===== config.mk =====
export PLATFORM = sky130hd
export DESIGN_NAME = mac_control_element_encoder_core
export DESIGN_NICKNAME = d
export VERILOG_FILES = /design/src/mcee_pkg.sv /design/src/mcee_front.sv /design/src/mcee_queue.sv /design/src/mcee_back.sv /design/src/mac_control_element_encoder_core.sv
export VERILOG_INCLUDE_DIRS = /design/src /design/src/src
export SDC_FILE = /design/constraint.sdc
export NUM_CORES = 1
export LEC_CHECK = 0
export BUFFER_PORTS_ARGS = -buffer_cell sky130_fd_sc_hd__buf_2
export CORE_MARGIN = 2
export CORE_UTILIZATION = 55
export DETAILED_ROUTE_END_ITERATION = 16
export GPL_ROUTABILITY_DRIVEN = 0
export PLACE_DENSITY_LB_ADDON = 0.05
export SETUP_SLACK_MARGIN = 0.3
export SYNTH_ARGS = -nofsm -noshare
export SYNTH_HDL_FRONTEND = slang
export SYNTH_HIERARCHICAL = 1
export SYNTH_SLANG_ARGS = --single-unit
export TNS_END_PERCENT = 5

===== constraint.sdc =====
create_clock -name clk -period 4.3 [get_ports clk]
set_input_delay 0.43 -clock clk [delete_from_list [all_inputs] [get_ports clk]]
set_output_delay 0.43 -clock clk [all_outputs]
set_load 0.01 [all_outputs]

===== src/mac_control_element_encoder_core_assert.svh =====
// ----------------------------------------------------------------------------
// mac control element encoder assertion macros
// shared concurrent assertion forms, clocked on clk and quiet in reset
// ----------------------------------------------------------------------------
`ifndef MAC_CONTROL_ELEMENT_ENCODER_CORE_ASSERT_SVH
`define MAC_CONTROL_ELEMENT_ENCODER_CORE_ASSERT_SVH

// same-cycle implication
`define MCEE_ASSERT_IMP(lbl, ante, cons, msg) \
	lbl: assert property (@(posedge clk) disable iff (!arst_n) (ante) |-> (cons)) \
		else $error(msg);

// next-cycle implication
`define MCEE_ASSERT_NXT(lbl, ante, cons, msg) \
	lbl: assert property (@(posedge clk) disable iff (!arst_n) (ante) |=> (cons)) \
		else $error(msg);

`endif


===== src/mcee_pkg.sv =====
// ----------------------------------------------------------------------------
// mcee_pkg
// shared constants, codes and types of the mac control element encoder
// ----------------------------------------------------------------------------
`default_nettype none

package mcee_pkg;

	localparam int MAX_ENTRIES = 8;
	localparam int IDX_W       = (MAX_ENTRIES > 1) ? $clog2(MAX_ENTRIES) : 1;
	localparam int CNT_W       = $clog2(MAX_ENTRIES + 1);
	localparam int ENTRY_W     = 17;

	// action codes
	localparam logic [3:0] ACT_SHORT_BSR = 4'd0;
	localparam logic [3:0] ACT_PHR       = 4'd1;
	localparam logic [3:0] ACT_CRNTI     = 4'd2;
	localparam logic [3:0] ACT_BIT_RATE  = 4'd3;
	localparam logic [3:0] ACT_SL_LBT    = 4'd4;
	localparam logic [3:0] ACT_EXT_BSR   = 4'd5;
	localparam logic [3:0] ACT_DSR_ENTRY = 4'd6;
	localparam logic [3:0] ACT_EPHR_ENTRY = 4'd7;
	localparam logic [3:0] ACT_BFR_HEAD  = 4'd8;
	localparam logic [3:0] ACT_BFR_ENTRY = 4'd9;

	// header octets
	localparam logic [7:0] EXT_LCID     = 8'h3F;
	localparam logic [7:0] ELCID_DSR    = 8'd228;
	localparam logic [7:0] ELCID_EPHR   = 8'd221;
	localparam logic [7:0] ELCID_SLLBT  = 8'd222;
	localparam logic [7:0] ELCID_BFR    = 8'd235;
	localparam logic [7:0] ELCID_EXTBSR = 8'd245;

	// error codes
	localparam logic [1:0] ERR_NONE  = 2'd0;
	localparam logic [1:0] ERR_RANGE = 2'd1;
	localparam logic [1:0] ERR_LONG  = 2'd2;
	localparam logic [1:0] ERR_SEQ   = 2'd3;

	// register indexes
	localparam logic [2:0] REG_SHORT_BSR_LCID = 3'd0;
	localparam logic [2:0] REG_PHR_LCID       = 3'd1;
	localparam logic [2:0] REG_CRNTI_LCID     = 3'd2;
	localparam logic [2:0] REG_BIT_RATE_LCID  = 3'd3;
	localparam logic [2:0] REG_PHR_P_FLAG     = 3'd4;
	localparam logic [2:0] REG_PHR_MPE_FLAG   = 3'd5;

	typedef enum logic [1:0] {
		KIND_NONE = 2'd0,
		KIND_DSR  = 2'd1,
		KIND_EPHR = 2'd2,
		KIND_BFR  = 2'd3
	} kind_t;

	typedef enum logic [1:0] {
		BK_IDLE = 2'd0,
		BK_HDR  = 2'd1,
		BK_ENT  = 2'd2
	} bk_state_t;

	typedef struct packed {
		logic [5:0] short_bsr_lcid;
		logic [5:0] phr_lcid;
		logic [5:0] crnti_lcid;
		logic [5:0] bit_rate_lcid;
		logic       phr_p_flag;
		logic       phr_mpe_flag;
	} cfg_t;

	// one job for the back end: header octets, then count stored entries
	typedef struct packed {
		logic             err;
		logic [1:0]       err_code;
		logic [3:0][7:0]  hdr;
		logic [2:0]       n_hdr;
		kind_t            kind;
		logic [CNT_W-1:0] count;
	} job_t;

endpackage

`default_nettype wire


===== src/mcee_front.sv =====
// ----------------------------------------------------------------------------
// mcee_front
// checks each request, keeps the open list and hands jobs to the queue
// ----------------------------------------------------------------------------
`default_nettype none

module mcee_front (
	input  wire logic                          clk,
	input  wire logic                          arst_n,
	input  wire mcee_pkg::cfg_t                cfg,
	input  wire logic                          accept,
	input  wire logic [3:0]                    action,
	input  wire logic [15:0]                   first_value,
	input  wire logic [7:0]                    second_value,
	input  wire logic [7:0]                    third_value,
	input  wire logic                          last_entry,
	output mcee_pkg::job_t                     job,
	output logic                               job_push,
	output logic                               busy,
	input  wire logic                          list_done,
	input  wire logic [mcee_pkg::IDX_W-1:0]    rd_idx,
	output logic [mcee_pkg::ENTRY_W-1:0]       rd_word
);

	logic [mcee_pkg::ENTRY_W-1:0] store_q [mcee_pkg::MAX_ENTRIES];
	logic [mcee_pkg::CNT_W-1:0]   count_q;
	mcee_pkg::kind_t              kind_q;
	logic [7:0]                   bitmap_q;
	logic [7:0]                   cell_q;
	logic [7:0]                   sp_q;
	logic                         busy_q;

	logic                         c_err;
	logic [1:0]                   c_code;
	logic                         c_fixed;
	logic [3:0][7:0]              c_hdr;
	logic [2:0]                   c_n;
	logic                         c_add;
	logic                         c_head;
	mcee_pkg::kind_t              c_kind;
	logic [mcee_pkg::ENTRY_W-1:0] c_word;
	logic [7:0]                   bitmap_nxt;
	logic                         list_open;
	logic                         drop;

	assign list_open = (kind_q != mcee_pkg::KIND_NONE);
	assign rd_word   = store_q[rd_idx];
	assign busy      = busy_q;

	// classify the request
	always_comb begin
		c_err  = 1'b0;
		c_code = mcee_pkg::ERR_NONE;
		c_fixed = 1'b0;
		c_hdr  = '0;
		c_n    = 3'd1;
		c_add  = 1'b0;
		c_head = 1'b0;
		c_kind = mcee_pkg::KIND_NONE;
		c_word = '0;
		if (action > mcee_pkg::ACT_BFR_ENTRY) begin
			c_err  = 1'b1;
			c_code = mcee_pkg::ERR_RANGE;
		end else if (action <= mcee_pkg::ACT_EXT_BSR && list_open) begin
			c_err  = 1'b1;
			c_code = mcee_pkg::ERR_SEQ;
		end else begin
			case (action)
				mcee_pkg::ACT_SHORT_BSR: begin
					c_err   = (|first_value[15:3]) | (|second_value[7:5]);
					c_fixed = 1'b1;
					c_n     = 3'd2;
					c_hdr[0] = {2'b00, cfg.short_bsr_lcid};
					c_hdr[1] = {first_value[2:0], second_value[4:0]};
				end
				mcee_pkg::ACT_PHR: begin
					c_err   = (|first_value[15:6]) | (|second_value[7:6]);
					c_fixed = 1'b1;
					c_n     = 3'd3;
					c_hdr[0] = {2'b00, cfg.phr_lcid};
					c_hdr[1] = {cfg.phr_p_flag, 1'b0, first_value[5:0]};
					c_hdr[2] = {cfg.phr_mpe_flag, 1'b0, second_value[5:0]};
				end
				mcee_pkg::ACT_CRNTI: begin
					c_fixed = 1'b1;
					c_n     = 3'd3;
					c_hdr[0] = {2'b00, cfg.crnti_lcid};
					c_hdr[1] = first_value[15:8];
					c_hdr[2] = first_value[7:0];
				end
				mcee_pkg::ACT_BIT_RATE: begin
					c_err   = (|first_value[15:6]) | (|second_value[7:6])
						| (|third_value[7:1]);
					c_fixed = 1'b1;
					c_n     = 3'd3;
					c_hdr[0] = {2'b00, cfg.bit_rate_lcid};
					c_hdr[1] = {first_value[5:0], third_value[0], second_value[5]};
					c_hdr[2] = {second_value[4:0], 3'b000};
				end
				mcee_pkg::ACT_SL_LBT: begin
					c_err   = |first_value[15:5];
					c_fixed = 1'b1;
					c_n     = 3'd3;
					c_hdr[0] = mcee_pkg::EXT_LCID;
					c_hdr[1] = mcee_pkg::ELCID_SLLBT;
					c_hdr[2] = first_value[7:0];
				end
				mcee_pkg::ACT_EXT_BSR: begin
					c_err   = |first_value[15:3];
					c_fixed = 1'b1;
					c_n     = 3'd4;
					c_hdr[0] = mcee_pkg::EXT_LCID;
					c_hdr[1] = mcee_pkg::ELCID_EXTBSR;
					c_hdr[2] = first_value[7:0];
					c_hdr[3] = second_value;
				end
				mcee_pkg::ACT_DSR_ENTRY: begin
					if (list_open && kind_q != mcee_pkg::KIND_DSR) begin
						c_err  = 1'b1;
						c_code = mcee_pkg::ERR_SEQ;
					end else begin
						c_err  = (|first_value[15:3]) | (|second_value[7:6]);
						c_add  = 1'b1;
						c_kind = mcee_pkg::KIND_DSR;
						c_word = {first_value[2:0], second_value[5:0], third_value};
					end
				end
				mcee_pkg::ACT_EPHR_ENTRY: begin
					if (list_open && kind_q != mcee_pkg::KIND_EPHR) begin
						c_err  = 1'b1;
						c_code = mcee_pkg::ERR_SEQ;
					end else begin
						c_err  = (|first_value[15:6]) | (|second_value[7:6]);
						c_add  = 1'b1;
						c_kind = mcee_pkg::KIND_EPHR;
						c_word = {5'd0, first_value[5:0], second_value[5:0]};
					end
				end
				mcee_pkg::ACT_BFR_HEAD: begin
					if (list_open) begin
						c_err  = 1'b1;
						c_code = mcee_pkg::ERR_SEQ;
					end else begin
						c_err  = |first_value[15:8];
						c_head = 1'b1;
					end
				end
				default: begin
					if (kind_q != mcee_pkg::KIND_BFR) begin
						c_err  = 1'b1;
						c_code = mcee_pkg::ERR_SEQ;
					end else begin
						c_err  = (|first_value[15:1]) | (|second_value[7:1])
							| (|third_value[7:6]);
						c_add  = 1'b1;
						c_kind = mcee_pkg::KIND_BFR;
						c_word = {9'd0, first_value[0], second_value[0], third_value[5:0]};
					end
				end
			endcase
			// range failures that did not already carry a sequence code
			if (c_err && c_code == mcee_pkg::ERR_NONE) begin
				c_code = mcee_pkg::ERR_RANGE;
			end
			if (!c_err && c_add
				&& count_q >= mcee_pkg::CNT_W'(mcee_pkg::MAX_ENTRIES)) begin
				c_err  = 1'b1;
				c_code = mcee_pkg::ERR_LONG;
			end
		end
	end

	assign bitmap_nxt = (c_kind == mcee_pkg::KIND_DSR)
		? (bitmap_q | (8'd1 << c_word[16:14])) : bitmap_q;

	// job handed to the back end
	always_comb begin
		job          = '0;
		job.err      = c_err;
		job.err_code = c_code;
		job.n_hdr    = 3'd1;
		job.kind     = mcee_pkg::KIND_NONE;
		if (c_err) begin
			job.n_hdr = 3'd1;
		end else if (c_fixed) begin
			job.hdr   = c_hdr;
			job.n_hdr = c_n;
		end else begin
			job.kind   = c_kind;
			job.count  = count_q + mcee_pkg::CNT_W'(1);
			job.hdr[0] = mcee_pkg::EXT_LCID;
			case (c_kind)
				mcee_pkg::KIND_DSR: begin
					job.hdr[1] = mcee_pkg::ELCID_DSR;
					job.hdr[2] = bitmap_nxt;
					job.n_hdr  = 3'd3;
				end
				mcee_pkg::KIND_EPHR: begin
					job.hdr[1] = mcee_pkg::ELCID_EPHR;
					job.n_hdr  = 3'd2;
				end
				default: begin
					job.hdr[1] = mcee_pkg::ELCID_BFR;
					job.hdr[2] = cell_q;
					job.hdr[3] = sp_q;
					job.n_hdr  = 3'd4;
				end
			endcase
		end
	end

	assign job_push = accept && (c_err || c_fixed || (c_add && last_entry));
	assign drop     = c_err || (c_add && last_entry);

	always_ff @(posedge clk or negedge arst_n) begin
		if (!arst_n) begin
			count_q  <= '0;
			kind_q   <= mcee_pkg::KIND_NONE;
			bitmap_q <= '0;
			cell_q   <= '0;
			sp_q     <= '0;
			busy_q   <= 1'b0;
		end else begin
			if (list_done) begin
				busy_q <= 1'b0;
			end
			if (accept) begin
				if (drop) begin
					count_q  <= '0;
					kind_q   <= mcee_pkg::KIND_NONE;
					bitmap_q <= '0;
					cell_q   <= '0;
					sp_q     <= '0;
					// the store stays with the back end until the list is out
					if (!c_err) begin
						busy_q <= 1'b1;
					end
				end else if (c_add) begin
					count_q  <= count_q + mcee_pkg::CNT_W'(1);
					kind_q   <= c_kind;
					bitmap_q <= bitmap_nxt;
				end else if (c_head) begin
					count_q <= '0;
					kind_q  <= mcee_pkg::KIND_BFR;
					cell_q  <= first_value[7:0];
					sp_q    <= second_value;
				end
			end
		end
	end

	always_ff @(posedge clk) begin
		if (accept && c_add && !c_err) begin
			store_q[count_q[mcee_pkg::IDX_W-1:0]] <= c_word;
		end
	end

endmodule

`default_nettype wire


===== src/mcee_queue.sv =====
// ----------------------------------------------------------------------------
// mcee_queue
// two-entry job queue between the front and back ends
// ----------------------------------------------------------------------------
`default_nettype none

module mcee_queue (
	input  wire logic           clk,
	input  wire logic           arst_n,
	input  wire logic           push,
	input  wire mcee_pkg::job_t wr_job,
	input  wire logic           pop,
	output mcee_pkg::job_t      rd_job,
	output logic                full,
	output logic                empty
);

	mcee_pkg::job_t mem_q [2];
	logic           wr_ptr_q;
	logic           rd_ptr_q;
	logic [1:0]     fill_q;

	assign full   = (fill_q == 2'd2);
	assign empty  = (fill_q == 2'd0);
	assign rd_job = mem_q[rd_ptr_q];

	always_ff @(posedge clk or negedge arst_n) begin
		if (!arst_n) begin
			wr_ptr_q <= 1'b0;
			rd_ptr_q <= 1'b0;
			fill_q   <= 2'd0;
		end else begin
			if (push) begin
				wr_ptr_q <= ~wr_ptr_q;
			end
			if (pop) begin
				rd_ptr_q <= ~rd_ptr_q;
			end
			case ({push, pop})
				2'b10:   fill_q <= fill_q + 2'd1;
				2'b01:   fill_q <= fill_q - 2'd1;
				default: fill_q <= fill_q;
			endcase
		end
	end

	always_ff @(posedge clk) begin
		if (push) begin
			mem_q[wr_ptr_q] <= wr_job;
		end
	end

endmodule

`default_nettype wire


===== src/mcee_back.sv =====
// ----------------------------------------------------------------------------
// mcee_back
// octet sequencer: walks header octets and stored entries into the result register
// ----------------------------------------------------------------------------
`default_nettype none

`include "mac_control_element_encoder_core_assert.svh"

module mcee_back (
	input  wire logic                          clk,
	input  wire logic                          arst_n,
	input  wire logic                          q_empty,
	input  wire mcee_pkg::job_t                q_job,
	output logic                               q_pop,
	output logic [mcee_pkg::IDX_W-1:0]         rd_idx,
	input  wire logic [mcee_pkg::ENTRY_W-1:0]  rd_word,
	output logic                               list_done,
	output logic [7:0]                         out_byte,
	output logic                               last_byte,
	output logic                               error_flag,
	output logic [1:0]                         error_code,
	output logic                               empty,
	input  wire logic                          pop
);

	mcee_pkg::bk_state_t        state_q;
	mcee_pkg::bk_state_t        state_d;
	mcee_pkg::job_t             job_q;
	logic [1:0]                 hdr_idx_q;
	logic [mcee_pkg::IDX_W-1:0] ent_idx_q;
	logic                       half_q;
	logic                       out_valid_q;
	logic [7:0]                 out_byte_q;
	logic                       last_byte_q;
	logic                       error_flag_q;
	logic [1:0]                 error_code_q;

	logic                       slot_free;
	logic                       hdr_end;
	logic                       ent_end;
	logic                       emit;
	logic [7:0]                 em_byte;
	logic                       em_last;

	assign slot_free = !out_valid_q || pop;
	assign hdr_end   = ({1'b0, hdr_idx_q} == job_q.n_hdr - 3'd1);
	assign ent_end   = (mcee_pkg::CNT_W'(ent_idx_q) == job_q.count - mcee_pkg::CNT_W'(1))
		&& (job_q.kind == mcee_pkg::KIND_BFR || half_q);
	assign rd_idx    = ent_idx_q;

	// outputs of the sequencer
	always_comb begin
		q_pop     = 1'b0;
		emit      = 1'b0;
		em_byte   = '0;
		em_last   = 1'b0;
		list_done = 1'b0;
		case (state_q)
			mcee_pkg::BK_IDLE: begin
				q_pop = !q_empty;
			end
			mcee_pkg::BK_HDR: begin
				emit    = slot_free;
				em_byte = job_q.err ? 8'd0 : job_q.hdr[hdr_idx_q];
				em_last = job_q.err || (hdr_end && job_q.count == '0);
			end
			mcee_pkg::BK_ENT: begin
				emit    = slot_free;
				em_last = ent_end;
				list_done = slot_free && ent_end;
				case (job_q.kind)
					mcee_pkg::KIND_DSR:
						em_byte = half_q ? rd_word[7:0] : {2'b00, rd_word[13:8]};
					mcee_pkg::KIND_EPHR:
						em_byte = half_q ? {2'b10, rd_word[5:0]} : {2'b10, rd_word[11:6]};
					default:
						em_byte = rd_word[7:0];
				endcase
			end
			default: begin
				q_pop = 1'b0;
			end
		endcase
	end

	// next state
	always_comb begin
		state_d = state_q;
		case (state_q)
			mcee_pkg::BK_IDLE: begin
				if (!q_empty) begin
					state_d = mcee_pkg::BK_HDR;
				end
			end
			mcee_pkg::BK_HDR: begin
				if (slot_free) begin
					if (em_last) begin
						state_d = mcee_pkg::BK_IDLE;
					end else if (hdr_end) begin
						state_d = mcee_pkg::BK_ENT;
					end
				end
			end
			mcee_pkg::BK_ENT: begin
				if (slot_free && ent_end) begin
					state_d = mcee_pkg::BK_IDLE;
				end
			end
			default: begin
				state_d = mcee_pkg::BK_IDLE;
			end
		endcase
	end

	always_ff @(posedge clk or negedge arst_n) begin
		if (!arst_n) begin
			state_q     <= mcee_pkg::BK_IDLE;
			out_valid_q <= 1'b0;
			hdr_idx_q   <= '0;
			ent_idx_q   <= '0;
			half_q      <= 1'b0;
		end else begin
			state_q <= state_d;
			if (emit) begin
				out_valid_q <= 1'b1;
			end else if (pop) begin
				out_valid_q <= 1'b0;
			end
			if (q_pop) begin
				hdr_idx_q <= '0;
				ent_idx_q <= '0;
				half_q    <= 1'b0;
			end else if (emit && state_q == mcee_pkg::BK_HDR) begin
				hdr_idx_q <= hdr_idx_q + 2'd1;
			end else if (emit && state_q == mcee_pkg::BK_ENT) begin
				if (job_q.kind == mcee_pkg::KIND_BFR || half_q) begin
					ent_idx_q <= ent_idx_q + mcee_pkg::IDX_W'(1);
					half_q    <= 1'b0;
				end else begin
					half_q <= 1'b1;
				end
			end
		end
	end

	always_ff @(posedge clk) begin
		if (q_pop) begin
			job_q <= q_job;
		end
		if (emit) begin
			out_byte_q   <= em_byte;
			last_byte_q  <= em_last;
			error_flag_q <= job_q.err && state_q == mcee_pkg::BK_HDR;
			error_code_q <= (state_q == mcee_pkg::BK_HDR) ? job_q.err_code
				: mcee_pkg::ERR_NONE;
		end
	end

	assign empty      = !out_valid_q;
	assign out_byte   = out_byte_q;
	assign last_byte  = last_byte_q;
	assign error_flag = error_flag_q;
	assign error_code = error_code_q;

	`MCEE_ASSERT_IMP(a_done_in_ent, list_done, state_q == mcee_pkg::BK_ENT, "list end outside entry phase")
	`MCEE_ASSERT_NXT(a_pop_starts, q_pop, state_q == mcee_pkg::BK_HDR, "job taken but header not started")
	`MCEE_ASSERT_IMP(a_ent_has_count, state_q == mcee_pkg::BK_ENT, job_q.count != '0, "entry phase with empty list")
	`MCEE_ASSERT_IMP(a_err_single, out_valid_q && error_flag_q, last_byte_q && out_byte_q == 8'd0, "error result not a lone closing result")

endmodule

`default_nettype wire


===== src/mac_control_element_encoder_core.sv =====
// ----------------------------------------------------------------------------
// mac control element encoder core
// turns requests into mac control element octets, one octet per result
// ----------------------------------------------------------------------------
// usage
//  - requests enter through push/full; results leave through empty/pop, one
//    octet per transaction, the last octet of an element (or a lone error
//    result) carrying last_byte
//  - the front end checks each request at once and records list entries; a
//    fixed element, an error or the closing entry of a list becomes a job in
//    a two-entry queue, so the front can take requests while octets drain
//  - the back end pops a job, then writes one octet per cycle into the result
//    register while the receiver keeps popping
//  - a closing list entry holds full high until the last stored entry has
//    been read out, since the entries stay in the front end's store: up to
//    3 + 2 * 8 octets for a full list
//  - if the receiver stops popping, the result register holds its octet, the
//    sequencer waits, the queue fills and full rises; nothing is dropped
//  - reset: registers take their default lcids and flags, no list is open,
//    queue and result register are empty
//  - registers sit on the apb port at byte address 4 * index; pready is tied
//    high; the user, unchecked by the block, writes only while it is idle
// ----------------------------------------------------------------------------
`default_nettype none

module mac_control_element_encoder_core (
	input  wire logic        clk,
	input  wire logic        arst_n,
	// request channel
	input  wire logic        push,
	output logic             full,
	input  wire logic [3:0]  action,
	input  wire logic [15:0] first_value,
	input  wire logic [7:0]  second_value,
	input  wire logic [7:0]  third_value,
	input  wire logic        last_entry,
	// result channel
	output logic             empty,
	input  wire logic        pop,
	output logic [7:0]       out_byte,
	output logic             last_byte,
	output logic             error_flag,
	output logic [1:0]       error_code,
	// configuration
	input  wire logic        psel,
	input  wire logic        penable,
	input  wire logic        pwrite,
	input  wire logic [4:0]  paddr,
	input  wire logic [31:0] pwdata,
	output logic [31:0]      prdata,
	output logic             pready
);

	mcee_pkg::cfg_t               cfg_q;
	mcee_pkg::job_t               fr_job;
	mcee_pkg::job_t               q_job;
	logic                         fr_push;
	logic                         fr_busy;
	logic                         q_full;
	logic                         q_empty;
	logic                         q_pop;
	logic                         list_done;
	logic                         accept;
	logic                         cfg_wr;
	logic [2:0]                   reg_idx;
	logic [mcee_pkg::IDX_W-1:0]   rd_idx;
	logic [mcee_pkg::ENTRY_W-1:0] rd_word;

	// request taken when the queue has room and no list is draining
	assign full   = q_full || fr_busy;
	assign accept = push && !full;

	// ------------------------------------------------------------------
	// configuration registers
	// ------------------------------------------------------------------
	assign pready  = 1'b1;
	assign reg_idx = paddr[4:2];
	assign cfg_wr  = psel && penable && pwrite && pready;

	always_ff @(posedge clk or negedge arst_n) begin
		if (!arst_n) begin
			cfg_q.short_bsr_lcid <= 6'd61;
			cfg_q.phr_lcid       <= 6'd57;
			cfg_q.crnti_lcid     <= 6'd58;
			cfg_q.bit_rate_lcid  <= 6'd47;
			cfg_q.phr_p_flag     <= 1'b1;
			cfg_q.phr_mpe_flag   <= 1'b1;
		end else if (cfg_wr) begin
			case (reg_idx)
				mcee_pkg::REG_SHORT_BSR_LCID: cfg_q.short_bsr_lcid <= pwdata[5:0];
				mcee_pkg::REG_PHR_LCID:       cfg_q.phr_lcid       <= pwdata[5:0];
				mcee_pkg::REG_CRNTI_LCID:     cfg_q.crnti_lcid     <= pwdata[5:0];
				mcee_pkg::REG_BIT_RATE_LCID:  cfg_q.bit_rate_lcid  <= pwdata[5:0];
				mcee_pkg::REG_PHR_P_FLAG:     cfg_q.phr_p_flag     <= pwdata[0];
				mcee_pkg::REG_PHR_MPE_FLAG:   cfg_q.phr_mpe_flag   <= pwdata[0];
				default:                      cfg_q <= cfg_q;
			endcase
		end
	end

	// read back, zero beyond the register list
	always_comb begin
		case (reg_idx)
			mcee_pkg::REG_SHORT_BSR_LCID: prdata = {26'd0, cfg_q.short_bsr_lcid};
			mcee_pkg::REG_PHR_LCID:       prdata = {26'd0, cfg_q.phr_lcid};
			mcee_pkg::REG_CRNTI_LCID:     prdata = {26'd0, cfg_q.crnti_lcid};
			mcee_pkg::REG_BIT_RATE_LCID:  prdata = {26'd0, cfg_q.bit_rate_lcid};
			mcee_pkg::REG_PHR_P_FLAG:     prdata = {31'd0, cfg_q.phr_p_flag};
			mcee_pkg::REG_PHR_MPE_FLAG:   prdata = {31'd0, cfg_q.phr_mpe_flag};
			default:                      prdata = 32'd0;
		endcase
	end

	// ------------------------------------------------------------------
	// front end: checks, list bookkeeping, entry store
	// ------------------------------------------------------------------
	mcee_front u_front (
		.clk          (clk),
		.arst_n       (arst_n),
		.cfg          (cfg_q),
		.accept       (accept),
		.action       (action),
		.first_value  (first_value),
		.second_value (second_value),
		.third_value  (third_value),
		.last_entry   (last_entry),
		.job          (fr_job),
		.job_push     (fr_push),
		.busy         (fr_busy),
		.list_done    (list_done),
		.rd_idx       (rd_idx),
		.rd_word      (rd_word)
	);

	// ------------------------------------------------------------------
	// job queue decoupling the two halves
	// ------------------------------------------------------------------
	mcee_queue u_queue (
		.clk    (clk),
		.arst_n (arst_n),
		.push   (fr_push),
		.wr_job (fr_job),
		.pop    (q_pop),
		.rd_job (q_job),
		.full   (q_full),
		.empty  (q_empty)
	);

	// ------------------------------------------------------------------
	// back end: octet sequencer and result register
	// ------------------------------------------------------------------
	mcee_back u_back (
		.clk        (clk),
		.arst_n     (arst_n),
		.q_empty    (q_empty),
		.q_job      (q_job),
		.q_pop      (q_pop),
		.rd_idx     (rd_idx),
		.rd_word    (rd_word),
		.list_done  (list_done),
		.out_byte   (out_byte),
		.last_byte  (last_byte),
		.error_flag (error_flag),
		.error_code (error_code),
		.empty      (empty),
		.pop        (pop)
	);

endmodule

`default_nettype wire


# ---- After elaboration in Yosys (flattened, before gate mapping)
# Memories as Yosys holds them, arrays and structs flattened. A register that Yosys moved wholly into a read port is not among the register bits.
# Index checks and enable logic that the tools add are counted.
dict set report word_totals {
  reg_bits 82
  ramBits 224
  in_bits 81
  out_inout_bits 47
  n_memories 2
}
# memory depth word_bits rd rd_ports_with_merged_regs write_ports line_no
set mem_list {}
lappend mem_list {u_front.store_q 8 17 1 0 1 mcee_front.sv:25} ;# logic [mcee_pkg::ENTRY_W-1:0] store_q [mcee_pkg::MAX_ENTRIES];
lappend mem_list {u_queue.mem_q 2 44 1 1 1 mcee_queue.sv:18} ;# mcee_pkg::job_t mem_q [2];
dict set report classes {
  add_sub_neg 7
  order_cmp 4
  eq_ne 34
  shift 1
  muxes 119
  n_bitwise 9
  n_reduce_logical 74
}
# cell count
set ops {}
lappend ops {{two-way mux 8 bit} 15}
lappend ops {{two-way mux 32 bit} 3}
lappend ops {{one-hot mux 16 bit (6 select lines)} 1}
lappend ops {{two-way mux 17 bit} 3}
lappend ops {{one-hot mux 17 bit (3 select lines)} 1}
lappend ops {{two-way mux 2 bit} 24}
lappend ops {{one-hot mux 8 bit (2 select lines)} 3}
lappend ops {{two-way mux 1 bit} 41}
lappend ops {{one-hot mux 6 bit (6 select lines)} 1}
lappend ops {{two-way mux 35 bit} 1}
lappend ops {{one-hot mux 8 bit (3 select lines)} 1}
lappend ops {{two-way mux 3 bit} 7}
lappend ops {{OR reduction 7 bit} 3}
lappend ops {{logical AND 1 bit} 19}
lappend ops {{two-way mux 6 bit} 3}
lappend ops {{AND reduction 2 bit} 9}
lappend ops {{binary-select mux 8 bit (select 2 bit)} 1}
lappend ops {{== test 4 x 3 -> 1 bit, second input constant} 4}
lappend ops {{nonzero test 2 bit} 8}
lappend ops {{OR reduction 15 bit} 1}
lappend ops {{OR reduction 13 bit} 1}
lappend ops {{== test 2 bit, second input constant} 6}
lappend ops {{two-way mux 12 bit} 1}
lappend ops {{two-way mux 4 bit} 3}
lappend ops {{other kinds (50)} 88}

# ---- Depth between registers and ports, before layout
# Gate-level depths: netlist (run 1).
dict set report depth {
  depth_word 18
  depth_mapped 15
  depth_no_buf 13
}

# ---- Cells and area by module
# The synthesis (run 1) kept the hierarchy.
# mod n_inst cells_per_inst area_per_inst_um2
set modules_own_cells {}
lappend modules_own_cells {mcee_front 1 660 8488.1}
lappend modules_own_cells {mcee_queue 1 153 3559.7}
lappend modules_own_cells {mcee_back 1 222 3061.7}
lappend modules_own_cells {mac_control_element_encoder_core 1 115 1508.9}

# ---- Worst setup path after synthesis (run 1)
# OpenSTA, ideal clock, no wires.
dict set report synth_timing {
  path_type {input port to flip-flop}
  startpoint {in action[1]}
  endpoint {mem u_queue/mem_q[0][0] (netlist name) (enable)}
  arrival_time_ns 4.030
  slack_ns -0.175
  cell_stages 10
  n_path_buf 1
  cell_sequence {buf_6 nor4_1 nand2_1 nand4_1 nor2_1 o21ai_1 nand2b_1 o21a_1 inv_1 nor2_1}
}
dict set report synth_via {
  elab_chain_cells 15
}
# item line_no
set synth_lines {}
lappend synth_lines {{from (decl)} mac_control_element_encoder_core.sv:32} ;# input wire logic [3:0] action,
lappend synth_lines {{== test 4 x 1 -> 1 bit (tied with other cells)} mcee_front.sv:68} ;# case (action)
lappend synth_lines {{OR reduction 7 bit (no source line) or one-hot mux 1 bit (9 select lines) (tied branches)} -}
lappend synth_lines {{one-hot mux 1 bit (3 select lines) or two-way mux 1 bit (tied branches)} {mcee_front.sv:68, mcee_front.sv:64}}
lappend synth_lines {{two-way mux 1 bit, on equally long branches} {mcee_front.sv:64, mcee_front.sv:61}}
lappend synth_lines {{two-way mux 1 bit or logical NOT 1 bit (tied branches)} {mcee_front.sv:61, mcee_front.sv:165}}
lappend synth_lines {{logical AND 1 bit} mcee_front.sv:165} ;# if (!c_err && c_add
lappend synth_lines {{logical AND 1 bit} mcee_front.sv:166} ;# && count_q >= mcee_pkg::CNT_W'(mcee_pkg::MAX_ENTRIES)) begin
lappend synth_lines {{two-way mux 1 bit} mcee_front.sv:165}
lappend synth_lines {{two-way mux 1 bit} mcee_front.sv:64} ;# end else if (action <= mcee_pkg::ACT_EXT_BSR && list_open) begin
lappend synth_lines {{two-way mux 1 bit} mcee_front.sv:61} ;# if (action > mcee_pkg::ACT_BFR_ENTRY) begin
lappend synth_lines {{logical OR 1 bit} mcee_front.sv:212} ;# assign job_push = accept && (c_err || c_fixed || (c_add && last_entry));
lappend synth_lines {{logical OR 1 bit (*)} mcee_front.sv:212}
lappend synth_lines {{logical AND 1 bit (*)} mcee_front.sv:212}
lappend synth_lines {{named net fr_push} mac_control_element_encoder_core.sv:57} ;# logic fr_push;
lappend synth_lines {{two-way mux 1 bit (*)} mcee_queue.sv:48} ;# if (push) begin
lappend synth_lines {{two-way mux 1 bit (implied by the code) (*)} mcee_queue.sv:49} ;# mem_q[wr_ptr_q] <= wr_job;
lappend synth_lines {{to (decl)} mcee_queue.sv:18}
# Mark *: on every way through the listed nets, which the timed path passes. The rest lies on a longest branch. The select of a mux whose other input is x is not followed.

==> impl_metrics.json, run 1 <==
{
  "status": "complete, no violations",
  "gr-total-overflow": 0,
  "stdcell_count": 1595,
  "insertion_delay_ns": 0.51,
  "final_layout_size_suffix_gt1_share_pct": 29.3,
  "r2r_start": "u_front/kind_q[1]",
  "grt_max_degree": 71,
  "rsz0062_at_grt": "false",
  "cts_tree": "done",
  "fin_crit_sh_pct": 80.3,
  "synth_area_per_cell_um2": 14.1,
  "p_int_w": 0.00661,
  "worstSetupPathType": "flop to flop",
  "ant_nets": 0,
  "power.switching_w": 0.00244,
  "dr_total_vias": 9520,
  "via_per_inst": 5.97,
  "wl_per_cell_um": 22.2,
  "drc_errors": 0,
  "startpoint_type": "flop",
  "p_clk_share_pct": 33.6,
  "cts.repair.resized": 0,
  "hold_viol": 0,
  "core_mm2": 0.0279,
  "htree_num_levels": 2,
  "place_area_mm2": 0.0164,
  "crit_arrival_ns": 3.78,
  "dieHeight_um": 173,
  "fin_area_mm2": 0.0175,
  "track_usage_pct": 23.7,
  "regToRegSetupSlack_ns": 0.84,
  "grt_pass1_vias": 9300,
  "dp_cells": 1531,
  "power.leakage_nw": 6.50,
  "wl_mm": 35.3,
  "diodes": 0,
  "cp_data_required_time_ns": 4.62,
  "setup_viol": 0,
  "holdWs_ns": 0.0393,
  "min_path_type": "input port to async pin",
  "syn_to_final_growth_pct": 11.6,
  "nFillCells": 2122,
  "vdd_ir_drop_max_mv": 0.344,
  "rows": 61,
  "maxSlewHeadroom_pct": 33.5,
  "ios": 128,
  "fmax_mhz": 289,
  "switching_share_pct": 27.0,
  "power_density_mw_per_mm2": 516,
  "end_kind": "flop",
  "finClkSkew_ns": 0.0175,
  "cts.clk_slew.worst_paths_ns": 0.06,
  "grt_pass1_wl_mm": 54.5,
  "final.setup.tns_ns": 0,
  "final_nets": 1287,
  "clock-sinks": 326,
  "start_util_pct": 56.3,
  "cap_viol_max_count": 0,
  "post_cts_buffers": 0,
  "combinationalPowerShare_pct": 20.1,
  "p_seq_share_pct": 46.3,
  "cts.path.max_buffers": 3,
  "ys_warn_count": 6,
  "dpl.hpwl_mm": 24.1,
  "clock-root-buffer": "clkbuf_16",
  "drt_pre_antenna_iters": 5,
  "postSynthCellCount": 1117,
  "rr_worst_depth": 8,
  "antenna_found_initial": 0,
  "fp.dieArea_mm2": 0.0300,
  "numCtsBuffers": 35,
  "r2r_end": "u_queue/mem_q[1][34]",
  "fin_crit_ns": 3.46,
  "io_buffers": 72,
  "worst-path-max-fanout": 14,
  "synth_area_mm2": 0.0157,
  "slew_viol_final": 0,
  "cts_hold_buf": 0,
  "drt_iter0_markers": 1010,
  "die_w_um": 173,
  "worst_slew_pin_slew_ns": 0.998
}
==> worst max-delay path, cell delays in order (launching register included) <==
cell      delay (ns)
dfrtp_1         0.55
or2_2           0.39
a21oi_1         0.26
a21oi_1         0.11
o21bai_1        0.30
ha_1            0.57
and2_1          0.53
a22oi_1         0.26
nor2_1          0.28
==> power groups by stage <==
stage	Combinational, W	Clock [W]	Sequential (W)
6_report	0.00182	0.00304	0.00420
5_1_grt	0.00198	0.00322	0.00425
4_1_cts	0.00184	0.00310	0.00420
3_5_place_dp	0.00183	0	0.00426
3_3_place_gp	0.00181	0	0.00425
2_1_floorplan	0.00150	0	0.00415
==> registers in the layout, summed over array words and instances (netlist names), 3 cells and up <==
register	count
u_front/store_q	112
u_queue/mem_q	88
u_back/job_q	44
cfg_q	26
u_back/out_byte	8
u_front/bitmap_q	8
u_front/cell_q	8
u_front/sp_q	8
u_front/count_q	4
u_back/rd_idx	3
==> per-layer routing <==
layer  up-vias  wire length [µm]  global-route usage [%]
li1       4334                 -                       -
met1      4737             16100                    35.8
met2       400             16000                    35.6
met3        49              2610                    4.53
met4         0               675                    5.93
met5         -                 0                       0
==> through the flow <==
step                      utilization (%)  setup slack (ns)  power [W]
final                                62.8             0.845    0.00905
after global routing                 62.8             0.704    0.00945
after CTS                            62.8             0.945    0.00914
after detailed placement             58.6             0.558    0.00610
after global placement               58.6             0.551    0.00606
after floorplan                         -             0.330    0.00566
==> cell usage in the layout (no fill, tap or decap), drive strengths merged, types with 20 or more instances in the layout <==
cell / n
mux4: 47
dfstp: 20
a22oi: 30
mux2: 88
clkbuf: 44
edfxtp: 256
nor3: 21
a22o: 20
a21oi: 41
nor2: 88
buf: 108
inv: 34
conb: 29
o21ai: 43
dfrtp: 50
nand2: 55
==> worst max-delay path by stage <==
| stage | from | to | slack (ns) | depth (start not counted) |
|---|---|---|---|---|
| after CTS | u_front/kind_q[1] | u_queue/mem_q[1][39] | 0.94 | 8 |
| after floorplan | first_value[6] | u_front/store_q[2][0] | 0.33 | 8 |
| after global routing | u_front/kind_q[1] | u_queue/mem_q[1][39] | 0.70 | 8 |
| after detailed placement | first_value[6] | u_front/store_q[3][1] | 0.56 | 10 |
| final | u_front/kind_q[1] | u_queue/mem_q[1][34] | 0.84 | 8 |
| after global placement | first_value[6] | u_front/store_q[3][1] | 0.55 | 10 |
==> layout make-up <==
type                       instances  area (µm²)  share of cell area [%]
tap                              378         473                    2.70
timing repair buffer             108         633                    3.61
multi-input combinational        686        5670                    32.3
clock inverter                    20         238                    1.35
sequential                       326        9470                    54.0
inverter                          33         124                   0.706
clock buffer                      44         941                    5.36
Power figures use the tool's default switching activity.
==> run 2: changes to the inputs <==
--- a/config.mk
+++ b/config.mk
@@ -6,6 +6,7 @@
 export SDC_FILE = /design/constraint.sdc
 export NUM_CORES = 1
 export LEC_CHECK = 0
+export ABC_AREA = 1
 export BUFFER_PORTS_ARGS = -buffer_cell sky130_fd_sc_hd__buf_2
 export CORE_MARGIN = 2
 export CORE_UTILIZATION = 55
==> constraint.sdc (replaced) <==
create_clock -name clk -period 2.8 [get_ports clk]
set_input_delay 0.28 -clock clk [delete_from_list [all_inputs] [get_ports clk]]
set_output_delay 0.28 -clock clk [all_outputs]
set_load 0.01 [all_outputs]
==> run 2 against run 1 <==
  * Critical path depth up 5
  * Die area fell by 0.28%
  * Area after synthesis is 0.29% lower
  * Sequential power is 61% higher
  * Combinational power is 99% higher
  * Global-route usage increased by 2.3 points
  * Worst hold slack better by 0.021 ns
  * Cell count up 34%
  * Clock skew grew 0.00053 ns
  * Sequential share of layout area fell by 1.9 points
  * Critical path type unchanged
==> impl_metrics.json, run 2 <==
{
  "status": "complete, no violations",
  "worst-path-max-fanout": 6,
  "final.setup.tns_ns": 0,
  "final_nets": 1825,
  "min_path_type": "input port to flop",
  "fin_crit_ns": 2.47,
  "power_density_mw_per_mm2": 804,
  "worstSetupPathType": "flop to flop",
  "mostFrequentLayoutCells": "305 x nand2_1, 256 x edfxtp_1, 208 x nor2_1",
  "fin_crit_sh_pct": 88.2,
  "drt_pre_antenna_iters": 6,
  "fp.dieArea_mm2": 0.0299,
  "largest_reg_flops": 112,
  "synth_area_mm2": 0.0157,
  "ys_warn_count": 6,
  "htree_num_levels": 2,
  "core_mm2": 0.0279,
  "nFillCells": 2231,
  "power.switching_w": 0.00474,
  "end_kind": "flop",
  "cp_data_required_time_ns": 3.18,
  "final_core_util_pct": 65.2,
  "critPathMaxStageDelay_ns": 0.45,
  "holdWs_ns": 0.0599,
  "grt_pass1_vias": 10600,
  "crit_chain": "buf_4, inv_1, nand2_2, nand2_1, inv_1, nor2_2, inv_1, ha_2, nand2_1, buf_4, nor2_1, nor4_2, buf_4",
  "postSynthCellCount": 1613,
  "dieHeight_um": 173,
  "cts.clk_slew.worst_paths_ns": 0.06,
  "cp_top_family": "simple AND/OR/NAND/NOR gates",
  "finClkSkew_ns": 0.0181,
  "die_w_um": 173,
  "vdd_ir_drop_max_mv": 0.549,
  "cts.path.max_buffers": 3,
  "final_layout_size_suffix_gt1_share_pct": 18.4,
  "clock-sinks": 326,
  "synth_area_per_cell_um2": 9.72,
  "worst_slew_pin_slew_ns": 1.02,
  "crit_arrival_ns": 2.85,
  "hold_viol": 0,
  "layout_commonest_cell": "nand2_1",
  "ant_nets": 0,
  "slew_viol_final": 0,
  "syn_to_final_growth_pct": 16.1,
  "dpl.hpwl_mm": 26.8,
  "numCtsBuffers": 35,
  "insertion_delay_ns": 0.52,
  "wl_per_cell_um": 18.5,
  "drt_iter0_markers": 1191,
  "grt_pass1_wl_mm": 60.3,
  "startpoint_type": "flop",
  "ios": 128,
  "track_usage_pct": 25.9,
  "pre_cts_ws_ns": 0.0910,
  "io_buffers": 72,
  "rows": 61,
  "diodes": 0,
  "fmax_mhz": 405,
  "drc_errors": 0,
  "gr-total-overflow": 0,
  "via_per_inst": 5.59,
  "timing.final.ws_setup_ns": 0.331,
  "wl_mm": 39.5,
  "crit_buf_inv": 6,
  "combinationalPowerShare_pct": 24.8,
  "antenna_found_initial": 0,
  "cp_slowest_cell": "dfrtp_2",
  "p_clk_share_pct": 28.9,
  "cts_tree": "done",
  "clock-root-buffer": "clkbuf_16",
  "p_seq_share_pct": 46.3,
  "rsz0062_at_grt": "true",
  "cap_viol_max_count": 0,
  "power.leakage_nw": 7.39,
  "maxSlewHeadroom_pct": 32.2,
  "start_util_pct": 56.1,
  "dr_total_vias": 11900,
  "switching_share_pct": 32.3,
  "grt_max_degree": 71,
  "setup_viol": 0,
  "p_int_w": 0.00991
}
## run 2: changes by cell type in the layout (fill, tap and decap cells not counted), sizes merged, moves of 47 or more
cell   before  now
mux2       88    0
o21ai      43  178
inv        34  180
mux4       47    0
nand2      55  320
nor2       88  232
## run 2: metal layers
metal | global-route usage (%) | part of all wire, %
met5 | 0 | 0
met4 | 6.39 | 2.2
met3 | 3.63 | 8.4
met2 | 39.2 | 45
met1 | 39.8 | 45
## run 2: power groups by stage
stage          sequential (W)  combinational (W)  clock [W]
2_1_floorplan         0.00670            0.00251          0
3_3_place_gp          0.00685            0.00342          0
3_5_place_dp          0.00687            0.00349          0
4_1_cts               0.00678            0.00351    0.00431
5_1_grt               0.00688            0.00404    0.00452
6_report              0.00678            0.00363    0.00423
## run 2: per-stage QoR
step	total power (W)	std cells	instance area, µm²
4_1_cts	0.0146	2118	17900
5_1_grt	0.0154	2131	18200
3_5_place_dp	0.0104	2049	16800
3_3_place_gp	0.0103	2049	16800
2_1_floorplan	0.00920	1639	15900
6_report	0.0146	2131	18200
## run 2: cell type report
type / instances / area [µm²] / area share [%]
Sequential cell: 326 / 9470 / 52.0
Clock inverter: 21 / 135 / 0.742
Multi-Input combinational cell: 1030 / 5280 / 29.0
Clock buffer: 41 / 920 / 5.05
Inverter: 183 / 698 / 3.83
Timing Repair Buffer: 152 / 1230 / 6.76
Tap cell: 378 / 473 / 2.60
## run 2: path summary, 6_finish.rpt
| path | slack (ns) | cells past startpoint | startpoint | end |
|---|---|---|---|---|
| max in group asynchronous | 1.59 | 2 | arst_n | u_front/kind_q[0] |
| min reg2reg | 0.48 | 2 | u_front/sp_q[3] | u_front/sp_q[3] |
| max | 0.33 | 13 | u_front/kind_q[0] | u_queue/mem_q[0][28] |
| max reg2reg | 0.33 | 13 | u_front/kind_q[0] | u_queue/mem_q[0][28] |
| min in group asynchronous | 0.45 | 2 | arst_n | u_back/rd_idx[1] |
| min | 0.06 | 3 | pop | u_back/out_valid_q |
## run 2: timing repair
action / CTS / global route
pin swaps: 0 / 10
endpoints found under the hold margin: 56 / 0
buffers inserted: 0 / 11
setup endpoints to repair: 159 / 235
hold buffers: 7 / 0
gates cloned: 0 / 2
resized for setup: 4 / 46
## run 2: tightest hold or removal path, stage by stage
cell and delay, ns:
buf_2 0.07, or2_2 0.13, nand2_1 0.05
==> run 3: changes to the inputs <==
--- a/config.mk
+++ b/config.mk
@@ -9,13 +9,12 @@
 export ABC_AREA = 1
 export BUFFER_PORTS_ARGS = -buffer_cell sky130_fd_sc_hd__buf_2
 export CORE_MARGIN = 2
-export CORE_UTILIZATION = 55
+export CORE_UTILIZATION = 54
 export DETAILED_ROUTE_END_ITERATION = 16
 export GPL_ROUTABILITY_DRIVEN = 0
 export PLACE_DENSITY_LB_ADDON = 0.05
 export SETUP_SLACK_MARGIN = 0.3
 export SYNTH_ARGS = -nofsm -noshare
 export SYNTH_HDL_FRONTEND = slang
-export SYNTH_HIERARCHICAL = 1
 export SYNTH_SLANG_ARGS = --single-unit
 export TNS_END_PERCENT = 5
==> run 3 against run 2 <==
  * Critical path depth up 2
  * Largest power group unchanged
  * Count of clock-buffer cells in the layout up 4
  * Via count down 3.4%
  * Clock power up 2%
  * Fmax up 0.61%
  * Non-clock buffer count down 13
  * Flip-flop and latch count down 6
  * Global-route usage up 0.98 points
  * Register-to-register slack better by 0.02 ns
  * Worst setup slack better by 0.015 ns
==> impl_metrics.json, run 3 <==
{
  "status": "complete, no violations",
  "worst-path-max-fanout": 5,
  "slew_viol_final": 0,
  "nFillCells": 2307,
  "diodes": 0,
  "ys_seq_area_share_pct": 61.3,
  "drt_iter0_markers": 1180,
  "cts.path.max_buffers": 3,
  "maxSlewHeadroom_pct": 36.0,
  "synth_top_cell_area_share_pct": 49.6,
  "ys_seq_elements": 320,
  "hold_viol": 0,
  "rr_worst_depth": 15,
  "holdWs_ns": 0.0402,
  "wl_mm": 38.8,
  "worstSetupPathType": "flop to flop",
  "ys_warn_count": 0,
  "clock-root-buffer": "clkbuf_16",
  "min_path_type": "input port to flop",
  "grt_pass1_vias": 10600,
  "fp.dieArea_mm2": 0.0294,
  "syn_to_final_growth_pct": 14.5,
  "drt_pre_antenna_iters": 6,
  "fin_crit_ns": 2.45,
  "wl_per_cell_um": 18.8,
  "yosysUniqueCellTypes": 54,
  "synth_edf_count": 250,
  "via_per_inst": 5.57,
  "startpoint_type": "flop",
  "cts.clk_slew.worst_paths_ns": 0.05,
  "vdd_ir_drop_max_mv": 0.426,
  "antenna_found_initial": 0,
  "power.leakage_nw": 7.06,
  "dr_total_vias": 11500,
  "final.setup.tns_ns": 0,
  "dieHeight_um": 171,
  "r2r_start": "u_front.kind_q[1]",
  "start_util_pct": 54.6,
  "power_density_mw_per_mm2": 869,
  "final_nets": 1766,
  "core_mm2": 0.0277,
  "fin_crit_sh_pct": 87.6,
  "final_layout_size_suffix_gt1_share_pct": 15.9,
  "insertion_delay_ns": 0.53,
  "crit_arrival_ns": 2.72,
  "rows": 61,
  "end_kind": "flop",
  "grt_pass1_wl_mm": 60.0,
  "dpl.hpwl_mm": 26.7,
  "worst_slew_pin_slew_ns": 0.960,
  "hold_path_depth": 3,
  "track_usage_pct": 26.9,
  "min_to": "cfg_q[23]",
  "place_area_mm2": 0.0161,
  "cp_data_required_time_ns": 3.07,
  "yosysMostFrequentCell": "nand2_1",
  "fin_area_mm2": 0.0173,
  "largest_reg_flops": 112,
  "synth_area_mm2": 0.0151,
  "min_from": "pwdata[3]",
  "finClkSkew_ns": 0.0165,
  "ys_async_sr_fraction_pct": 21.9,
  "postSynthCellCount": 1557,
  "rsz0062_at_grt": "true",
  "regToRegSetupSlack_ns": 0.35,
  "mostFrequentLayoutCells": "416 x nand2_1, 250 x edfxtp_1, 195 x nor2_1",
  "synth_area_per_cell_um2": 9.72,
  "cts_tree": "done",
  "final_core_util_pct": 62.6,
  "synth_area_leaders": "edfxtp_1 50%, nand2_1 10%, dfrtp_1 8.3%",
  "ios": 128,
  "layout_commonest_cell": "nand2_1",
  "htree_num_levels": 2,
  "grt_max_degree": 71,
  "fmax_mhz": 408,
  "io_buffers": 72,
  "setup_viol": 0,
  "die_w_um": 171,
  "numCtsBuffers": 35,
  "drc_errors": 0,
  "ys.flop_type": "edfxtp_1",
  "synth_common_cells": "421 x nand2_1, 250 x edfxtp_1, 206 x nor2_1, 119 x o21ai_0, 96 x inv_1",
  "cap_viol_max_count": 0,
  "register_area_mm2": 0.00928,
  "yosysTopAreaCell": "edfxtp_1",
  "r2r_end": "u_queue.mem_q[0][26]",
  "gr-total-overflow": 0,
  "multiInputGateArea_mm2": 0.00517,
  "ant_nets": 0,
  "clock-sinks": 320
}
[run 3: critical path: stages (launching register included)]
cell and delay (ns):
dfrtp_1 0.40, inv_1 0.10, nand2_2 0.09, inv_2 0.07, nor2_1 0.06, nor2_2 0.18, nand2_2 0.11, nor2_4 0.14
inv_2 0.06, ha_2 0.32, inv_1 0.06, nor2_4 0.14, inv_4 0.07, o22ai_1 0.15, nor3_1 0.09, buf_4 0.16
[run 3: power breakdown]
part / switching (W) / internal [W] / total, W / leakage (nW)
clock: 0.00177 / 0.00253 / 0.00430 / 0.511
combinational: 0.00274 / 0.00124 / 0.00398 / 3.34
sequential: 0.000393 / 0.00640 / 0.00680 / 3.21
total: 0.00490 / 0.0102 / 0.0151 / 7.06
[run 3: how the worst max path moves through the flow]
stage / start / end / slack (ns) / cells past startpoint
3_3_place_gp: u_front.kind_q[0] / u_queue.mem_q[0][26] / 0.10 / 15
4_1_cts: u_front.kind_q[0] / u_queue.mem_q[0][26] / 0.23 / 15
3_5_place_dp: u_front.kind_q[0] / u_queue.mem_q[1][26] / 0.04 / 15
2_1_floorplan: action[1] / u_queue.mem_q[0][25] / 0.19 / 13
6_report: u_front.kind_q[1] / u_queue.mem_q[0][26] / 0.35 / 15
5_1_grt: u_front.kind_q[0] / u_queue.mem_q[0][26] / 0.20 / 15
[run 3: layout make-up]
cell class,count,area share (%)
sequential,320,53.6
multi-input combinational,1064,29.8
clock buffer,45,5.39
clock inverter,12,0.678
inverter,108,2.37
timing repair buffer,139,5.41
tap,378,2.73
timing repair inverter,1,0.0217
[run 3: timing repair]
action / CTS / global route
hold endpoints to repair: 51 / 0
gates cloned: 1 / 0
hold buffers: 2 / 0
gates resized for setup: 7 / 27
pin swaps: 0 / 12
buffers inserted: 1 / 9
setup endpoints to repair: 32 / 198
[run 3: routing by layer]
layer	up-vias	part of all wire [%]	GRT usage [%]
met2	479	44	39.4
met4	0	2.7	7.81
li1	5476	-	-
met3	85	7.4	4.92
met1	5467	46	41.0
met5	-	0	0
[run 3: cells by family (layout without fill, tap and decap cells)]
group | count (synthesis) | in the layout | synth area share [%]
xor gates and xnor gates | 12 | 12 | 0.694
other | 2 | 27 | 0.0496
adders and majority gates | 16 | 16 | 1.32
buffers and inverters | 198 | 305 | 5.98
and+or+nand+nor | 740 | 740 | 20.1
AOI/OAI and AO/OA | 269 | 269 | 10.5
DFF | 320 | 320 | 61.3
[run 3: through the flow]
stage	total power [W]	worst slack, ns	std cells
floorplan	0.00938	0.192	1582
global placement	0.0107	0.101	1997
detailed placement	0.0107	0.0418	1997
CTS	0.0150	0.232	2058
global route	0.0159	0.205	2067
finish	0.0151	0.346	2067
